$ cat src/design/tti_pkg.sv
// ----------------------------------------------------------------------------
// tti_pkg
// Shared types and codes of the trajectory time interpolator.
// ----------------------------------------------------------------------------
package tti_pkg;

    localparam logic [1:0] CMD_LOAD  = 2'd0;
    localparam logic [1:0] CMD_QUERY = 2'd1;
    localparam logic [1:0] CMD_CLEAR = 2'd2;

    localparam logic [2:0] ST_DONE   = 3'd0;
    localparam logic [2:0] ST_EXACT  = 3'd1;
    localparam logic [2:0] ST_INTERP = 3'd2;
    localparam logic [2:0] ST_BEFORE = 3'd3;
    localparam logic [2:0] ST_AFTER  = 3'd4;
    localparam logic [2:0] ST_FEW    = 3'd5;
    localparam logic [2:0] ST_FULL   = 3'd6;

    typedef struct packed {
        logic [1:0]         command;
        logic [47:0]        sample_time;
        logic signed [31:0] in_x;
        logic signed [31:0] in_y;
        logic signed [31:0] in_z;
    } t_cmd_item;

    typedef struct packed {
        logic signed [31:0] out_x;
        logic signed [31:0] out_y;
        logic signed [31:0] out_z;
        logic [2:0]         status;
        logic               clipped;
    } t_res_item;

    typedef struct packed {
        logic wr_new;
        logic shift;
        logic inj;
    } t_cell_ctrl;

    typedef enum logic [2:0] {
        S_IDLE,
        S_EVAL,
        S_COLLECT,
        S_START,
        S_CALC,
        S_PUSH
    } t_state;

    typedef enum logic [1:0] {
        L_IDLE,
        L_MUL,
        L_DIV,
        L_FIN
    } t_lane_state;

endpackage

$ cat src/design/tti_cell.sv
// ----------------------------------------------------------------------------
// tti_cell
// One table slot: holds a sample, compares it with the key and forwards a
// read word along the drain chain.
// ----------------------------------------------------------------------------
module tti_cell
    import tti_pkg::*;
#(
    parameter int TW = 48,
    parameter int CW = 32
) (
    input  logic                   i_clk,
    input  logic                   i_rst_n,
    input  t_cell_ctrl             i_ctrl,
    input  logic                   i_valid,
    input  logic [TW-1:0]          i_tq,
    input  logic [TW+3*CW-1:0]     i_new,
    input  logic [TW+3*CW-1:0]     i_prev,
    input  logic                   i_chain_v,
    input  logic [TW+3*CW-1:0]     i_chain_d,
    output logic [TW+3*CW-1:0]     o_entry,
    output logic                   o_chain_v,
    output logic [TW+3*CW-1:0]     o_chain_d,
    output logic                   o_less,
    output logic                   o_hit
);
    localparam int EW = TW + 3 * CW;

    logic [EW-1:0] r_entry;
    logic          r_chain_v;
    logic [EW-1:0] r_chain_d;

    always_ff @(posedge i_clk) begin
        if (i_ctrl.wr_new) begin
            r_entry <= i_new;
        end else if (i_ctrl.shift) begin
            r_entry <= i_prev;
        end
        r_chain_d <= i_ctrl.inj ? r_entry : i_chain_d;
    end

    always_ff @(posedge i_clk) begin
        if (!i_rst_n) begin
            r_chain_v <= 1'b0;
        end else begin
            r_chain_v <= i_ctrl.inj | i_chain_v;
        end
    end

    assign o_entry   = r_entry;
    assign o_chain_v = r_chain_v;
    assign o_chain_d = r_chain_d;
    assign o_less    = i_valid && (r_entry[EW-1 -: TW] < i_tq);
    assign o_hit     = i_valid && (r_entry[EW-1 -: TW] == i_tq);

endmodule

$ cat config.mk
export PLATFORM = sky130hd
export DESIGN_NAME = tti_cell
export DESIGN_NICKNAME = d
export VERILOG_FILES = /design/src/design/tti_pkg.sv /design/src/design/tti_cell.sv
export SDC_FILE = /design/constraint.sdc
export NUM_CORES = 1
export LEC_CHECK = 0
export BUFFER_PORTS_ARGS = -buffer_cell sky130_fd_sc_hd__buf_2
export CAP_MARGIN = 20
export CORE_AREA = 4 4 300 302
export CTS_BUF_LIST = sky130_fd_sc_hd__clkbuf_16
export DETAILED_ROUTE_END_ITERATION = 12
export DIE_AREA = 0 0 304 306
export GPL_TIMING_DRIVEN = 1
export SLEW_MARGIN = 25
export SYNTH_ARGS = -nofsm -noshare
export SYNTH_HDL_FRONTEND = slang
export SYNTH_SLANG_ARGS = --single-unit
$ cat constraint.sdc
create_clock -name i_clk -period 4.24 [get_ports i_clk]
set_input_delay 1.06 -clock i_clk [delete_from_list [all_inputs] [get_ports i_clk]]
set_output_delay 1.06 -clock i_clk [all_outputs]
set_load 0.01 [all_outputs]
==> impl_metrics.csv <==
group,metric,value,unit
setup_path,cp.arrival,3.01,ns
pwr,powerDensity,418,nW/um^2
setup_path,path_max_fanout,2,
clocking,h-tree-depth,2,
pwr,irDropWorstVdd,0.285,mV
grt,antenna_found_initial,29,
logic_synthesis,yosys.area.top_type_share,36.4,%
grt,grt_start_max_net_pins,82,
hold_path,hold_path_class,"reg -> reg",
place,io_buffers,777,
logic_synthesis,synth_top_cells_by_area,"edfxtp_1 (36%), mux2_2 (27%), dfxtp_1 (24%)",
timing,fmaxAchievable,246,MHz
clocking,clkSlewWorstSetupHoldPaths,0.06,ns
clocking,cts_resized,0,
logic_synthesis,synth_edf_count,144,
cells_and_area,fill_cells,9549,
setup_path,cpMostUsedCell,"buf_4",
logic_synthesis,synthCells,779,
route,via_per_inst,3.45,
logic_synthesis,synthTopCellsByCount,"mux2_2 (288), dfxtp_1 (145), edfxtp_1 (144)",
die,dieArea,93000,um^2
pwr,power_leakage,8.34,nW
grt,grt.busiest_layer,"met2",
place,dp_hpwl,49100,um
grt,use_met2,19.5,%
clocking,cts_tree,"done",
timing,clock_skew,0.0152,ns
setup_path,cp-start-kind,"input port",
timing,setup_viol,0,
route,wl_per_cell,20.6,um
logic_synthesis,yosysSeqAreaShare,60.9,%
cells_and_area,nets,2114,
clocking,cts-root-buf,"clkbuf_16",
setup_path,crit_slowest_cell,"a221o_1",
grt,use_met3,4.67,%
status,status,"completed",
die,start_util,13.5,%
timing,slew_headroom,43.6,%
grt,grtUsageMet1,13.6,%
die,pin_count,778,
place,place_area,17300,um^2
clocking,clk-insertion-delay-late,0.55,ns
setup_path,worstSetupEndpointType,"primary output",
setup_path,crit_path_max_incr_delay,0.36,ns
setup_path,required,3.18,ns
logic_synthesis,yosysTopAreaCell,"edfxtp_1",
logic_synthesis,ys_seq_elements,289,
logic_synthesis,mappedNetlistArea,11900,um^2
route,drc_errors,0,
grt,grt_pass1_wl,77500,um
clocking,cts_buffers,36,
cells_and_area,final_area,18400,um^2
clocking,cts_buffer_depth,3,
logic_synthesis,yosysMostFrequentCell,"mux2_2",
timing,tightest_slew,0.846,ns
setup_path,path_class,"in -> out",
logic_synthesis,synth_fp_nets,1314,
timing,min_period,4.07,ns
grt,track_usage,11.7,%
clocking,cts_sinks,289,
clocking,cts_setup_buffers,0,
place,gp_congestion,0.868,
route,via_count,9633,
flow_run,max_cap_violations,0,
die,die_h,306,um
logic_synthesis,yosys_warnings,0,
route,drt-initial-drc-count,356,
logic_synthesis,avgSynthCellArea,15.2,um^2
setup_path,crit_chain,"buf_2 > inv_1 > ha_1 > a21oi_1 > buf_4 > o21ai_0 > a221o_1 > o31ai_4 > o2111ai_1 > a41oi_1 > buf_4",
route,drtAntennaViolNets,0,
timing,finalHoldViolCount,0,
grt,grt_pass1_vias,10300,
die,core,87700,um^2
route,routed_wl,57300,um
die,die_w,304,um
logic_synthesis,synth-main-ff-cell,"dfxtp_1",
timing,finalCritPeriodShare,95.9,%
cells_and_area,drive_gt1_share,70.7,%
cells_and_area,area_delta_synth_final,55.0,%
clocking,ctsHoldBuffers,0,
logic_synthesis,synthArstFlopShare,0,%
die,rows,109,
timing,final_max_slew_viol_count,0,
route,dr.pass1.iters,4,
timing,holdWs,0.494,ns
logic_synthesis,yosys.cell_types.count,29,
grt,grt_overflow,0,
sequential cells by signal, summed over array words and instances, names as in the netlist:
name	flops
o_chain_d	144
o_entry	144
o_chain_v	1
power by group:
group	switching (W)	internal, W	leakage (nW)
clock	0.00128	0.00157	0.566
combinational	0.000722	0.000662	5.09
sequential	0.000189	0.00327	2.69
layout make-up:
cell class / count / area, um^2 / share of cell area [%]
Antenna cell: 17 / 42.5 / 0.231
Timing Repair Buffer: 794 / 4090 / 22.3
Sequential cell: 289 / 7230 / 39.3
Clock inverter: 30 / 183 / 0.993
Inverter: 49 / 184 / 1.00
Clock buffer: 36 / 901 / 4.90
Tap cell: 1165 / 1460 / 7.92
Multi-Input combinational cell: 409 / 4310 / 23.4
path summary, 6_finish.rpt:
| kind | end | cells past startpoint | slack (ns) | from |
|---|---|---|---|---|
| setup / recovery | o_less | 11 | 0.17 | i_tq[17] |
| hold / removal | o_chain_d[21]$_DFF_P_ | 1 | 0.49 | o_entry[21]$_DFFE_PP_ |
| setup reg to reg | o_chain_d[141]$_DFF_P_ | 1 | 3.19 | o_entry[141]$_DFFE_PP_ |
| hold reg to reg | o_chain_d[21]$_DFF_P_ | 1 | 0.49 | o_entry[21]$_DFFE_PP_ |
metrics by stage:
stage           TNS [ns]  total power [W]  worst slack [ns]  cells  util, %
2_1_floorplan          0          0.00405             0.375    779        -
3_3_place_gp           0          0.00493            0.0580   2706     19.7
3_5_place_dp           0          0.00495            0.0371   2706     19.7
4_1_cts                0          0.00789            0.0115   2772     20.9
5_1_grt        -0.000377          0.00809         -0.000377   2775     20.9
6_report               0          0.00770             0.174   2789     21.0
layer usage:
layer | routed length (um) | vias up
li1 | - | 4499
met1 | 22600 | 4476
met2 | 27000 | 531
met3 | 5510 | 105
met4 | 2100 | 22
met5 | 138 | -
kinds of logic after synthesis:
family,synth area share [%]
flip-flops,60.9
multiplexers,27.3
buffers and inverters,2.90
adder cells (fa/ha/maj),5.06
AO/OA/AOI/OAI,2.06
AND/OR/NAND/NOR,1.75
worst max-delay path: cells and delay by family:
| kind | cells | cell delay, ns |
|---|---|---|
| AO/OA/AOI/OAI | 6 | 1.17 |
| buffers and inverters | 4 | 0.46 |
| adder cells (fa/ha/maj) | 1 | 0.30 |
cell usage in the layout, fill, tap and decap left out, drive strengths merged, types with 7 or more instances in the layout:
cell and n:
inv 63, edfxtp 144, dfxtp 145, clkbuf 36
mux2 288, diode 17, clkinv 14, a21oi 18
nand3 9, ha 48, a21o 7, nand4 10
buf 794
Note: power is estimated with default switching activity, not from simulation.
