[src/design/tti_pkg.sv]
// ----------------------------------------------------------------------------
// tti_pkg
// Shared types and codes of the trajectory time interpolator.
// ----------------------------------------------------------------------------
package tti_pkg;

    localparam logic [1:0] CMD_LOAD  = 2'd0;
    localparam logic [1:0] CMD_QUERY = 2'd1;
    localparam logic [1:0] CMD_CLEAR = 2'd2;

    localparam logic [2:0] ST_DONE   = 3'd0;
    localparam logic [2:0] ST_EXACT  = 3'd1;
    localparam logic [2:0] ST_INTERP = 3'd2;
    localparam logic [2:0] ST_BEFORE = 3'd3;
    localparam logic [2:0] ST_AFTER  = 3'd4;
    localparam logic [2:0] ST_FEW    = 3'd5;
    localparam logic [2:0] ST_FULL   = 3'd6;

    typedef struct packed {
        logic [1:0]         command;
        logic [47:0]        sample_time;
        logic signed [31:0] in_x;
        logic signed [31:0] in_y;
        logic signed [31:0] in_z;
    } t_cmd_item;

    typedef struct packed {
        logic signed [31:0] out_x;
        logic signed [31:0] out_y;
        logic signed [31:0] out_z;
        logic [2:0]         status;
        logic               clipped;
    } t_res_item;

    typedef struct packed {
        logic wr_new;
        logic shift;
        logic inj;
    } t_cell_ctrl;

    typedef enum logic [2:0] {
        S_IDLE,
        S_EVAL,
        S_COLLECT,
        S_START,
        S_CALC,
        S_PUSH
    } t_state;

    typedef enum logic [1:0] {
        L_IDLE,
        L_MUL,
        L_DIV,
        L_FIN
    } t_lane_state;

endpackage

[src/design/tti_lane.sv]
// ----------------------------------------------------------------------------
// tti_lane
// One coordinate: serial multiply, serial restoring divide, rounding and
// saturation of pa + (pb - pa) * n / den.
// ----------------------------------------------------------------------------
module tti_lane
    import tti_pkg::*;
#(
    parameter int TW         = 48,
    parameter int CW         = 32,
    parameter int COORD_BITS = 32
) (
    input  logic                 i_clk,
    input  logic                 i_rst_n,
    input  logic                 i_start,
    input  logic signed [CW-1:0] i_pa,
    input  logic signed [CW-1:0] i_pb,
    input  logic [TW-1:0]        i_n,
    input  logic [TW-1:0]        i_den,
    input  logic                 i_back,
    output logic                 o_done,
    output logic [31:0]          o_value,
    output logic                 o_clip
);
    localparam int MW = CW + 1;
    localparam int PW = MW + TW;
    localparam int QW = (PW + 1 > 54) ? PW + 1 : 54;
    localparam int VW = 56;
    localparam int KW = $clog2(PW + 1);
    localparam logic signed [VW-1:0] C_HI = VW'((64'sd1 <<< (COORD_BITS - 1)) - 64'sd1);
    localparam logic signed [VW-1:0] C_LO = -C_HI - VW'(1);

    t_lane_state r_state, n_state;
    logic [KW-1:0]        r_cnt;
    logic [PW-1:0]        r_mcand;
    logic [TW-1:0]        r_mplier;
    logic [PW-1:0]        r_acc;
    logic [TW-1:0]        r_rem;
    logic [TW-1:0]        r_den;
    logic signed [CW-1:0] r_pa;
    logic                 r_neg;
    logic [31:0]          r_value;
    logic                 r_clip;
    logic                 r_done;

    logic signed [CW:0]     w_diff;
    logic [MW-1:0]          w_mag;
    logic [TW:0]            w_r2;
    logic                   w_ge;
    logic [TW:0]            w_r2s;
    logic                   w_round;
    logic [QW-1:0]          w_q;
    logic                   w_big;
    logic signed [VW-1:0]   w_qv;
    logic signed [VW-1:0]   w_pav;
    logic signed [VW-1:0]   w_v;
    logic signed [VW-1:0]   w_sat;
    logic                   w_sat_clip;
    logic                   w_mul_step;
    logic                   w_div_step;
    logic                   w_fin;

    assign w_diff  = (CW + 1)'(i_pb) - (CW + 1)'(i_pa);
    assign w_mag   = MW'(w_diff[CW] ? -w_diff : w_diff);
    assign w_r2    = {r_rem, r_acc[PW-1]};
    assign w_ge    = w_r2 >= {1'b0, r_den};
    assign w_r2s   = w_r2 - {1'b0, r_den};
    assign w_round = {r_rem, 1'b0} >= {1'b0, r_den};
    assign w_q     = QW'(r_acc) + QW'(w_round);
    assign w_big   = w_q > (QW'(1) << 52);
    assign w_qv    = VW'(w_q[52:0]);
    assign w_pav   = VW'(r_pa);
    assign w_v     = r_neg ? (w_pav - w_qv) : (w_pav + w_qv);

    always_comb begin
        w_sat      = w_v;
        w_sat_clip = 1'b0;
        if (w_big) begin
            w_sat      = r_neg ? C_LO : C_HI;
            w_sat_clip = 1'b1;
        end else if (w_v > C_HI) begin
            w_sat      = C_HI;
            w_sat_clip = 1'b1;
        end else if (w_v < C_LO) begin
            w_sat      = C_LO;
            w_sat_clip = 1'b1;
        end
    end

    always_comb begin
        n_state = r_state;
        case (r_state)
            L_IDLE: if (i_start) n_state = L_MUL;
            L_MUL:  if (r_cnt == KW'(TW - 1)) n_state = L_DIV;
            L_DIV:  if (r_cnt == KW'(PW - 1)) n_state = L_FIN;
            L_FIN:  n_state = L_IDLE;
            default: n_state = L_IDLE;
        endcase
    end

    always_comb begin
        w_mul_step = 1'b0;
        w_div_step = 1'b0;
        w_fin      = 1'b0;
        case (r_state)
            L_MUL:   w_mul_step = 1'b1;
            L_DIV:   w_div_step = 1'b1;
            L_FIN:   w_fin      = 1'b1;
            default: ;
        endcase
    end

    always_ff @(posedge i_clk) begin
        if (!i_rst_n) begin
            r_state <= L_IDLE;
            r_done  <= 1'b0;
        end else begin
            r_state <= n_state;
            r_done  <= w_fin;
        end
    end

    always_ff @(posedge i_clk) begin
        if (r_state == L_IDLE && i_start) begin
            r_mcand  <= PW'(w_mag);
            r_mplier <= i_n;
            r_acc    <= '0;
            r_rem    <= '0;
            r_den    <= i_den;
            r_pa     <= i_pa;
            r_neg    <= w_diff[CW] != i_back;
            r_cnt    <= '0;
        end
        if (w_mul_step) begin
            if (r_mplier[0]) begin
                r_acc <= r_acc + r_mcand;
            end
            r_mcand  <= r_mcand << 1;
            r_mplier <= r_mplier >> 1;
            r_cnt    <= (r_cnt == KW'(TW - 1)) ? '0 : r_cnt + KW'(1);
        end
        if (w_div_step) begin
            // shift the product out at the top, quotient bits in at the bottom
            r_rem <= TW'(w_ge ? w_r2s : w_r2);
            r_acc <= {r_acc[PW-2:0], w_ge};
            r_cnt <= r_cnt + KW'(1);
        end
        if (w_fin) begin
            r_value <= w_sat[31:0];
            r_clip  <= w_sat_clip;
        end
    end

    assign o_done  = r_done;
    assign o_value = r_value;
    assign o_clip  = r_clip;

endmodule

[config.mk]
export PLATFORM = sky130hd
export DESIGN_NAME = tti_lane
export DESIGN_NICKNAME = d
export VERILOG_FILES = /design/src/design/tti_pkg.sv /design/src/design/tti_lane.sv
export SDC_FILE = /design/constraint.sdc
export NUM_CORES = 1
export LEC_CHECK = 0
export ABC_AREA = 1
export BUFFER_PORTS_ARGS = -buffer_cell sky130_fd_sc_hd__buf_2
export CAP_MARGIN = 40
export CELL_PAD_IN_SITES_DETAIL_PLACEMENT = 1
export CELL_PAD_IN_SITES_GLOBAL_PLACEMENT = 2
export CORE_MARGIN = 2
export CORE_UTILIZATION = 35
export DETAILED_ROUTE_END_ITERATION = 8
export PLACE_DENSITY_LB_ADDON = 0.3
export SLEW_MARGIN = 20
export SYNTH_ARGS = -nofsm -noshare
export SYNTH_HDL_FRONTEND = slang
export SYNTH_SLANG_ARGS = --single-unit
[constraint.sdc]
create_clock -name i_clk -period 8.95 [get_ports i_clk]
set_input_delay 0.4475 -clock i_clk [delete_from_list [all_inputs] [get_ports i_clk]]
set_output_delay 0.4475 -clock i_clk [all_outputs]
set_load 0.03 [all_outputs]
==> qor.yml, run 1 <==
power_and_ir_drop:
  clkPwrFrac: 0.112
  leakage_uw: 0.01908
  powerDensity_nw_per_um2: 427.8
  pwr-share-comb: 0.684
  switching_power_uw: 10290
  internal_power_uw: 7613
  pwr-share-seq: 0.205
  vdd_drop_max_v: 0.0004864
  p_sw_frac: 0.5747
critical_path:
  worstSetupPathType: "flop to flop"
  worstPathMaxFanout: 16
  cp.arrival_ns: 8.74
  critPathRequiredTime_ns: 9.30
  cp_common_cell: "nand2_1"
  max_stage_delay_ns: 0.41
  critPathCaptureType: "flop"
  slowest_stage: "edfxtp_1"
  worstSetupStartpointType: "flop"
grt:
  overflow: 0
  grt_pass1_vias: 40592
  grtUsageTotal: 0.2998
  grt_pass1_wl_um: 248200
  antenna_found_initial: 5
  grt_max_degree: 88
sta:
  maxSlewHeadroom: 0.2777
  fin_skew_ns: 0.03685
  setup_slack_ns: 0.5635
  slew_violations: 0
  period_minus_slack_ns: 8.387
  final-hold-violation-count: 0
  post-route-period-util: 0.9370
  max_freq_ghz: 0.1192
  setup_violations: 0
  tightest_slew_ns: 1.074
  rsz0062_at_grt: "false"
  finalSetupTns_ns: 0
logic_synthesis:
  synth_top_family_by_area: "simple AND/OR/NAND/NOR gates"
  async_reset_ff_frac: 0
  avgSynthCellArea_um2: 6.393
  synth_mux_area_frac: 0
  syn_nets: 6179
  synthDistinctLibCells: 63
  yosys-top-cells-area: "edfxtp_1 24%, nand2_1 17%, inv_1 8.5%"
  synth-edff-count: 296
  yosys.area.top_type: "edfxtp_1"
  netlist_area_um2: 36990
  synth_xor_xnor_area_share: 0.05494
  synth_seq_cells: 382
  yosys_warnings: 0
  synth_compound_gate_area_share: 0.1644
  yosys_most_used_dff: "edfxtp_1"
  ys_seq_area_frac: 0.2869
  synth_top_area_share: 0.2403
  synthCells: 5786
  synthSimpleGateAreaFrac: 0.3157
  yosys.area_share.adder: 0.07828
floorplan:
  rows: 119
  dieArea_um2: 108300
  io_pins: 198
  start_util: 0.3519
  die_h_um: 329.1
  die_w_um: 329.1
  core_um2: 105100
routing:
  drc: 0
  num_vias: 40072
  postRouteAntennaNets: 0
  drt-vias-per-instance: 5.387
  post_drt_wl_per_cell_um: 22.34
  first_pass_iters: 5
  drt-initial-drc-count: 2576
  wirelength_um: 166200
run_status:
  outcome: "complete, no violations"
clock_tree:
  cts_buffers: 48
  cts.sinks: 382
  cts_buffer_depth: 3
  clk-insertion-delay-late_ns: 0.65
  cts_tree: "yes"
  cts.clk_slew.worst_paths_ns: 0.06
  cts_htree_levels: 2
  clockRootBuffer: "clkbuf_16"
placement:
  hpwl_um: 137500
  dp_slack_ns: -0.04836
  port_buffers: 197
  gp_congestion: 0.9623
worst_hold_path:
  hold_path_class: "input port to flop"
cells_and_area:
  syn_to_final_growth_pct: 13.13
  drive_above_1_share: 0.06567
  nets: 6400
job:
  cap_violations: 0
## layout by cell type, fill, tap and decap left out, types with 18 or more instances in the layout
master	instances
a21oi_1	452
a31oi_1	41
buf_2	199
buf_4	24
clkbuf_16	49
dfxtp_1	86
dlygate4sd3_1	47
edfxtp_1	296
ha_1	222
inv_1	835
nand2_1	1623
nand3_1	232
nand3b_1	18
nand4_1	93
nor2_1	729
nor3_1	62
nor4_1	19
o211ai_1	22
o21a_1	26
o21ai_0	478
o21bai_1	24
xnor2_1	70
xor2_1	162
## power by group through the flow
stage / clock network [uW] / registers (uW) / logic [uW]
2_1_floorplan: 0 / 3330 / 7990
3_3_place_gp: 0 / 3660 / 11700
3_5_place_dp: 0 / 3670 / 11900
4_1_cts: 2030 / 3640 / 12000
5_1_grt: 2090 / 3720 / 13500
6_report: 2000 / 3670 / 12200
## per-stage QoR
step | power (uW) | cell area (um^2) | hold slack, ns | std cells | utilization
floorplan | 11320 | 36990 | 0.4459 | 5786 | -
global placement | 15390 | 39460 | 0.4622 | 7282 | 0.3754
detailed placement | 15550 | 39620 | 0.4783 | 7291 | 0.3769
CTS | 17650 | 41660 | 0.0002996 | 7426 | 0.3963
global route | 19350 | 41840 | 0.01347 | 7437 | 0.3980
finish | 17900 | 41840 | 0.02835 | 7438 | 0.3981
## worst max-delay path, delay by kind of cell (launching register included)
family / cells / cell delay [ns]
simple gates: 19 / 2.98
compound gates: 11 / 2.70
fa+ha+maj: 4 / 1.37
flops: 1 / 0.41
xor+xnor: 2 / 0.37
buf+inv: 3 / 0.26
## timing repair
item | in CTS | in global routing
gates resized for setup | 1 | 10
buffers inserted | 0 | 2
hold endpoints to repair | 47 | 0
endpoints found under the setup margin | 31 | 32
cloned | 0 | 3
hold buffers | 47 | 0
pin swaps | 0 | 4
## Yosys cell counts, types with 11 or more instances
library cell,number
nand2_1,1626
inv_1,837
nor2_1,729
o21ai_0,478
a21oi_1,454
edfxtp_1,296
nand3_1,233
ha_1,225
xor2_1,162
nand4_1,93
clkbuf_1,87
dfxtp_1,86
xnor2_1,70
nor3_1,63
a31oi_1,41
o21a_1,26
o21bai_1,24
o211ai_1,22
nor4_1,19
nand3b_1,18
a21boi_0,16
buf_1,14
inv_2,14
nor2_2,14
or2_2,13
a21o_1,12
o22ai_1,12
a211oi_1,11
## registers in the layout (all words and copies together), names as in the netlist
register,cells
r_acc,81
r_mcand,81
r_den,48
r_mplier,48
r_rem,48
o_value,32
r_pa,32
r_cnt,7
r_state,2
o_clip,1
o_done,1
r_neg,1
## routing by layer
metal | global-route usage | vias to the layer above | part of all wire | wire, um
met1 | 0.4101 | 19405 | 0.46 | 76040
met2 | 0.4897 | 1030 | 0.45 | 74760
met4 | 0.1082 | 6 | 0.040 | 6686
met5 | 0 | - | 0.00024 | 40
li1 | - | 19374 | - | -
met3 | 0.03023 | 257 | 0.052 | 8654
## cells by family after synthesis
family	after synthesis
xor+xnor	232
compound gates	1125
buf+inv	972
flops	382
simple gates	2846
fa+ha+maj	229
## path summary, 6_finish.rpt
kind / to / start / cells past startpoint / slack [ns]
setup / recovery: o_value[0] / r_rem[25] / 39 / 0.56
hold / removal: r_pa[25] / i_pa[25] / 1 / 0.03
setup reg to reg: o_value[0] / r_rem[25] / 39 / 0.56
hold reg to reg: r_mplier[47] / r_mplier[47] / 2 / 0.50
## area by class of cell
type / count / area (um^2)
diodes: 2 / 5.005
clock buffers: 63 / 1339
flip-flops and latches: 382 / 10610
inverters: 858 / 3232
well taps: 1391 / 1740
clock inverters: 25 / 219.0
multi-input cells: 4435 / 22810
fillers: 13887 / 63270
repair buffers: 282 / 1887
Note: power is estimated with default switching activity, not from simulation.
==> run 2: changes to the inputs <==
ABC_AREA = not set   (was 1)
CORE_UTILIZATION = 39   (was 35)
SETUP_SLACK_MARGIN = 0.1   (was not set)
==> qor.yml, run 2 <==
placement:
  port_buffers: 197
  hpwl_um: 81260
  gp_congestion: 0.8960
floorplan:
  dieArea_um2: 84560
  io_pins: 198
  die_w_um: 290.8
  core_um2: 81720
  die_h_um: 290.8
  start_util: 0.3925
  rows: 105
cells_and_area:
  drive_above_1_share: 0.1482
  syn_to_final_growth_pct: 16.01
  fill_cells: 9565
  diodes: 0
  largestRegisters: "r_acc: 81 flops, r_mcand: 81 flops"
  seq_area_um2: 10610
  layout_common_cells: "329 x a21oi_1, 298 x nand2_1, 296 x edfxtp_1"
  nets: 4295
  multi_input_area_um2: 20390
  final_common_cell: "a21oi_1"
routing:
  num_vias: 28862
  wirelength_um: 104700
  drt-initial-drc-count: 1741
  postRouteAntennaNets: 0
  drc: 0
  drt-vias-per-instance: 5.760
  post_drt_wl_per_cell_um: 20.90
  first_pass_iters: 7
critical_path:
  critPathRequiredTime_ns: 9.40
  worstPathMaxFanout: 8
  slowest_stage: "or4_1"
  crit_buf_inv: 5
  cp.arrival_ns: 8.91
  critPathCaptureType: "flop"
  worstSetupPathType: "flop to flop"
  cp_top_family: "simple AND/OR/NAND/NOR gates"
  worstSetupStartpointType: "flop"
  max_stage_delay_ns: 0.63
sta:
  post-route-period-util: 0.9459
  final-hold-violation-count: 0
  finalSetupTns_ns: 0
  timing.hold.ws_ns: 0.03223
  period_minus_slack_ns: 8.466
  rsz0062_at_grt: "false"
  slew_violations: 0
  fin_skew_ns: 0.02789
  tightest_slew_ns: 0.8192
  setup_violations: 0
  maxSlewHeadroom: 0.4398
  max_freq_ghz: 0.1181
logic_synthesis:
  yosys-top-cells-area: "edfxtp_1 28%, ha_1 8.8%, dfxtp_1 5.4%"
  synth_top_area_share: 0.2771
  avgSynthCellArea_um2: 8.707
  yosys_most_used_dff: "edfxtp_1"
  synth_seq_cells: 382
  synth-edff-count: 296
  yosys_warnings: 0
  syn_nets: 4077
  synthDistinctLibCells: 94
  synth.most_common_cell: "a21oi_1"
  synth_common_cells: "338 x a21oi_1, 302 x nand2_1, 296 x edfxtp_1, 225 x ha_1, 200 x nor2_1"
  synthCells: 3684
  async_reset_ff_frac: 0
  netlist_area_um2: 32080
  yosys.area.top_type: "edfxtp_1"
  ys_seq_area_frac: 0.3308
job:
  cap_violations: 0
grt:
  grt_pass1_wl_um: 164200
  overflow: 0
  grt_max_degree: 85
  grtUsageTotal: 0.2400
  grt_pass1_vias: 28965
  antenna_found_initial: 3
run_status:
  outcome: "complete, no violations"
clock_tree:
  clockRootBuffer: "clkbuf_16"
  cts_tree: "yes"
  cts.sinks: 382
  cts_buffer_depth: 3
  cts_buffers: 47
  cts.clk_slew.worst_paths_ns: 0.06
  cts_htree_levels: 2
  clk-insertion-delay-late_ns: 0.62
power_and_ir_drop:
  powerDensity_nw_per_um2: 410.8
  vdd_drop_max_v: 0.0001900
  leakage_uw: 0.01496
worst_hold_path:
  hold_path_class: "input port to flop"
[run 2: report_power, final]
group	total [uW]	internal (uW)	switching, uW
Sequential	3520	2860	655
Clock	2130	1280	847
Combinational	9640	3870	5770
[run 2: per-stage QoR]
step | setup slack, ns | total power [uW] | util | area [um^2] | instances
after detailed placement | -0.2300 | 12720 | 0.4231 | 34580 | 4865
final | 0.4839 | 15290 | 0.4554 | 37210 | 5011
after global placement | -0.01668 | 12570 | 0.4220 | 34490 | 4860
after floorplan | 0.4356 | 9983 | - | 32080 | 3684
after CTS | 0.08228 | 14990 | 0.4498 | 36760 | 4997
after global routing | 0.07489 | 16510 | 0.4554 | 37210 | 5011
[run 2: final timing paths]
check                                   from            to  slack [ns]  depth (start not counted)
worst max register to register     r_rem[40]   o_value[19]        0.48                         34
worst min register to register  r_mplier[47]  r_mplier[47]        0.48                          2
worst min-delay path               i_den[39]     r_den[39]        0.03                          1
worst max-delay path               r_rem[40]   o_value[19]        0.48                         34
[run 2: cells by family (layout without fill, tap and decap cells)]
group           after synthesis  count (layout)  share of synthesized area
flops                       382             382                     0.3308
compound gates             1116            1116                     0.2253
mux                          95              95                    0.03156
fa+ha+maj                   229             229                    0.09026
xor+xnor                    330             330                    0.09011
buf+inv                     383             640                    0.04665
simple gates               1149            1149                     0.1854
[run 2: area by class of cell]
type                            count  share of cell area
Clock buffer                       58             0.03406
Timing Repair Buffer              364             0.06577
Sequential cell                   382              0.2851
Inverter                          188             0.01903
Multi-Input combinational cell   2919              0.5480
Clock inverter                     30             0.01207
Tap cell                         1070             0.03598
[run 2: routing by layer]
layer  up-vias  track usage  routed length [um]  share of wire
met4         0      0.06445                2609          0.025
met3       127      0.03006                4557          0.044
met2       560       0.3645               44690           0.43
li1      14156            -                   -              -
met5         -            0                   0              0
met1     14019       0.3564               52880           0.50
[run 2: repair_timing]
item,CTS,global route
cloned,0,3
setup endpoints to repair,32,33
pin swaps,7,31
setup buffers,6,9
resized for setup,16,82
hold buffers,38,0
endpoints found under the hold margin,38,0
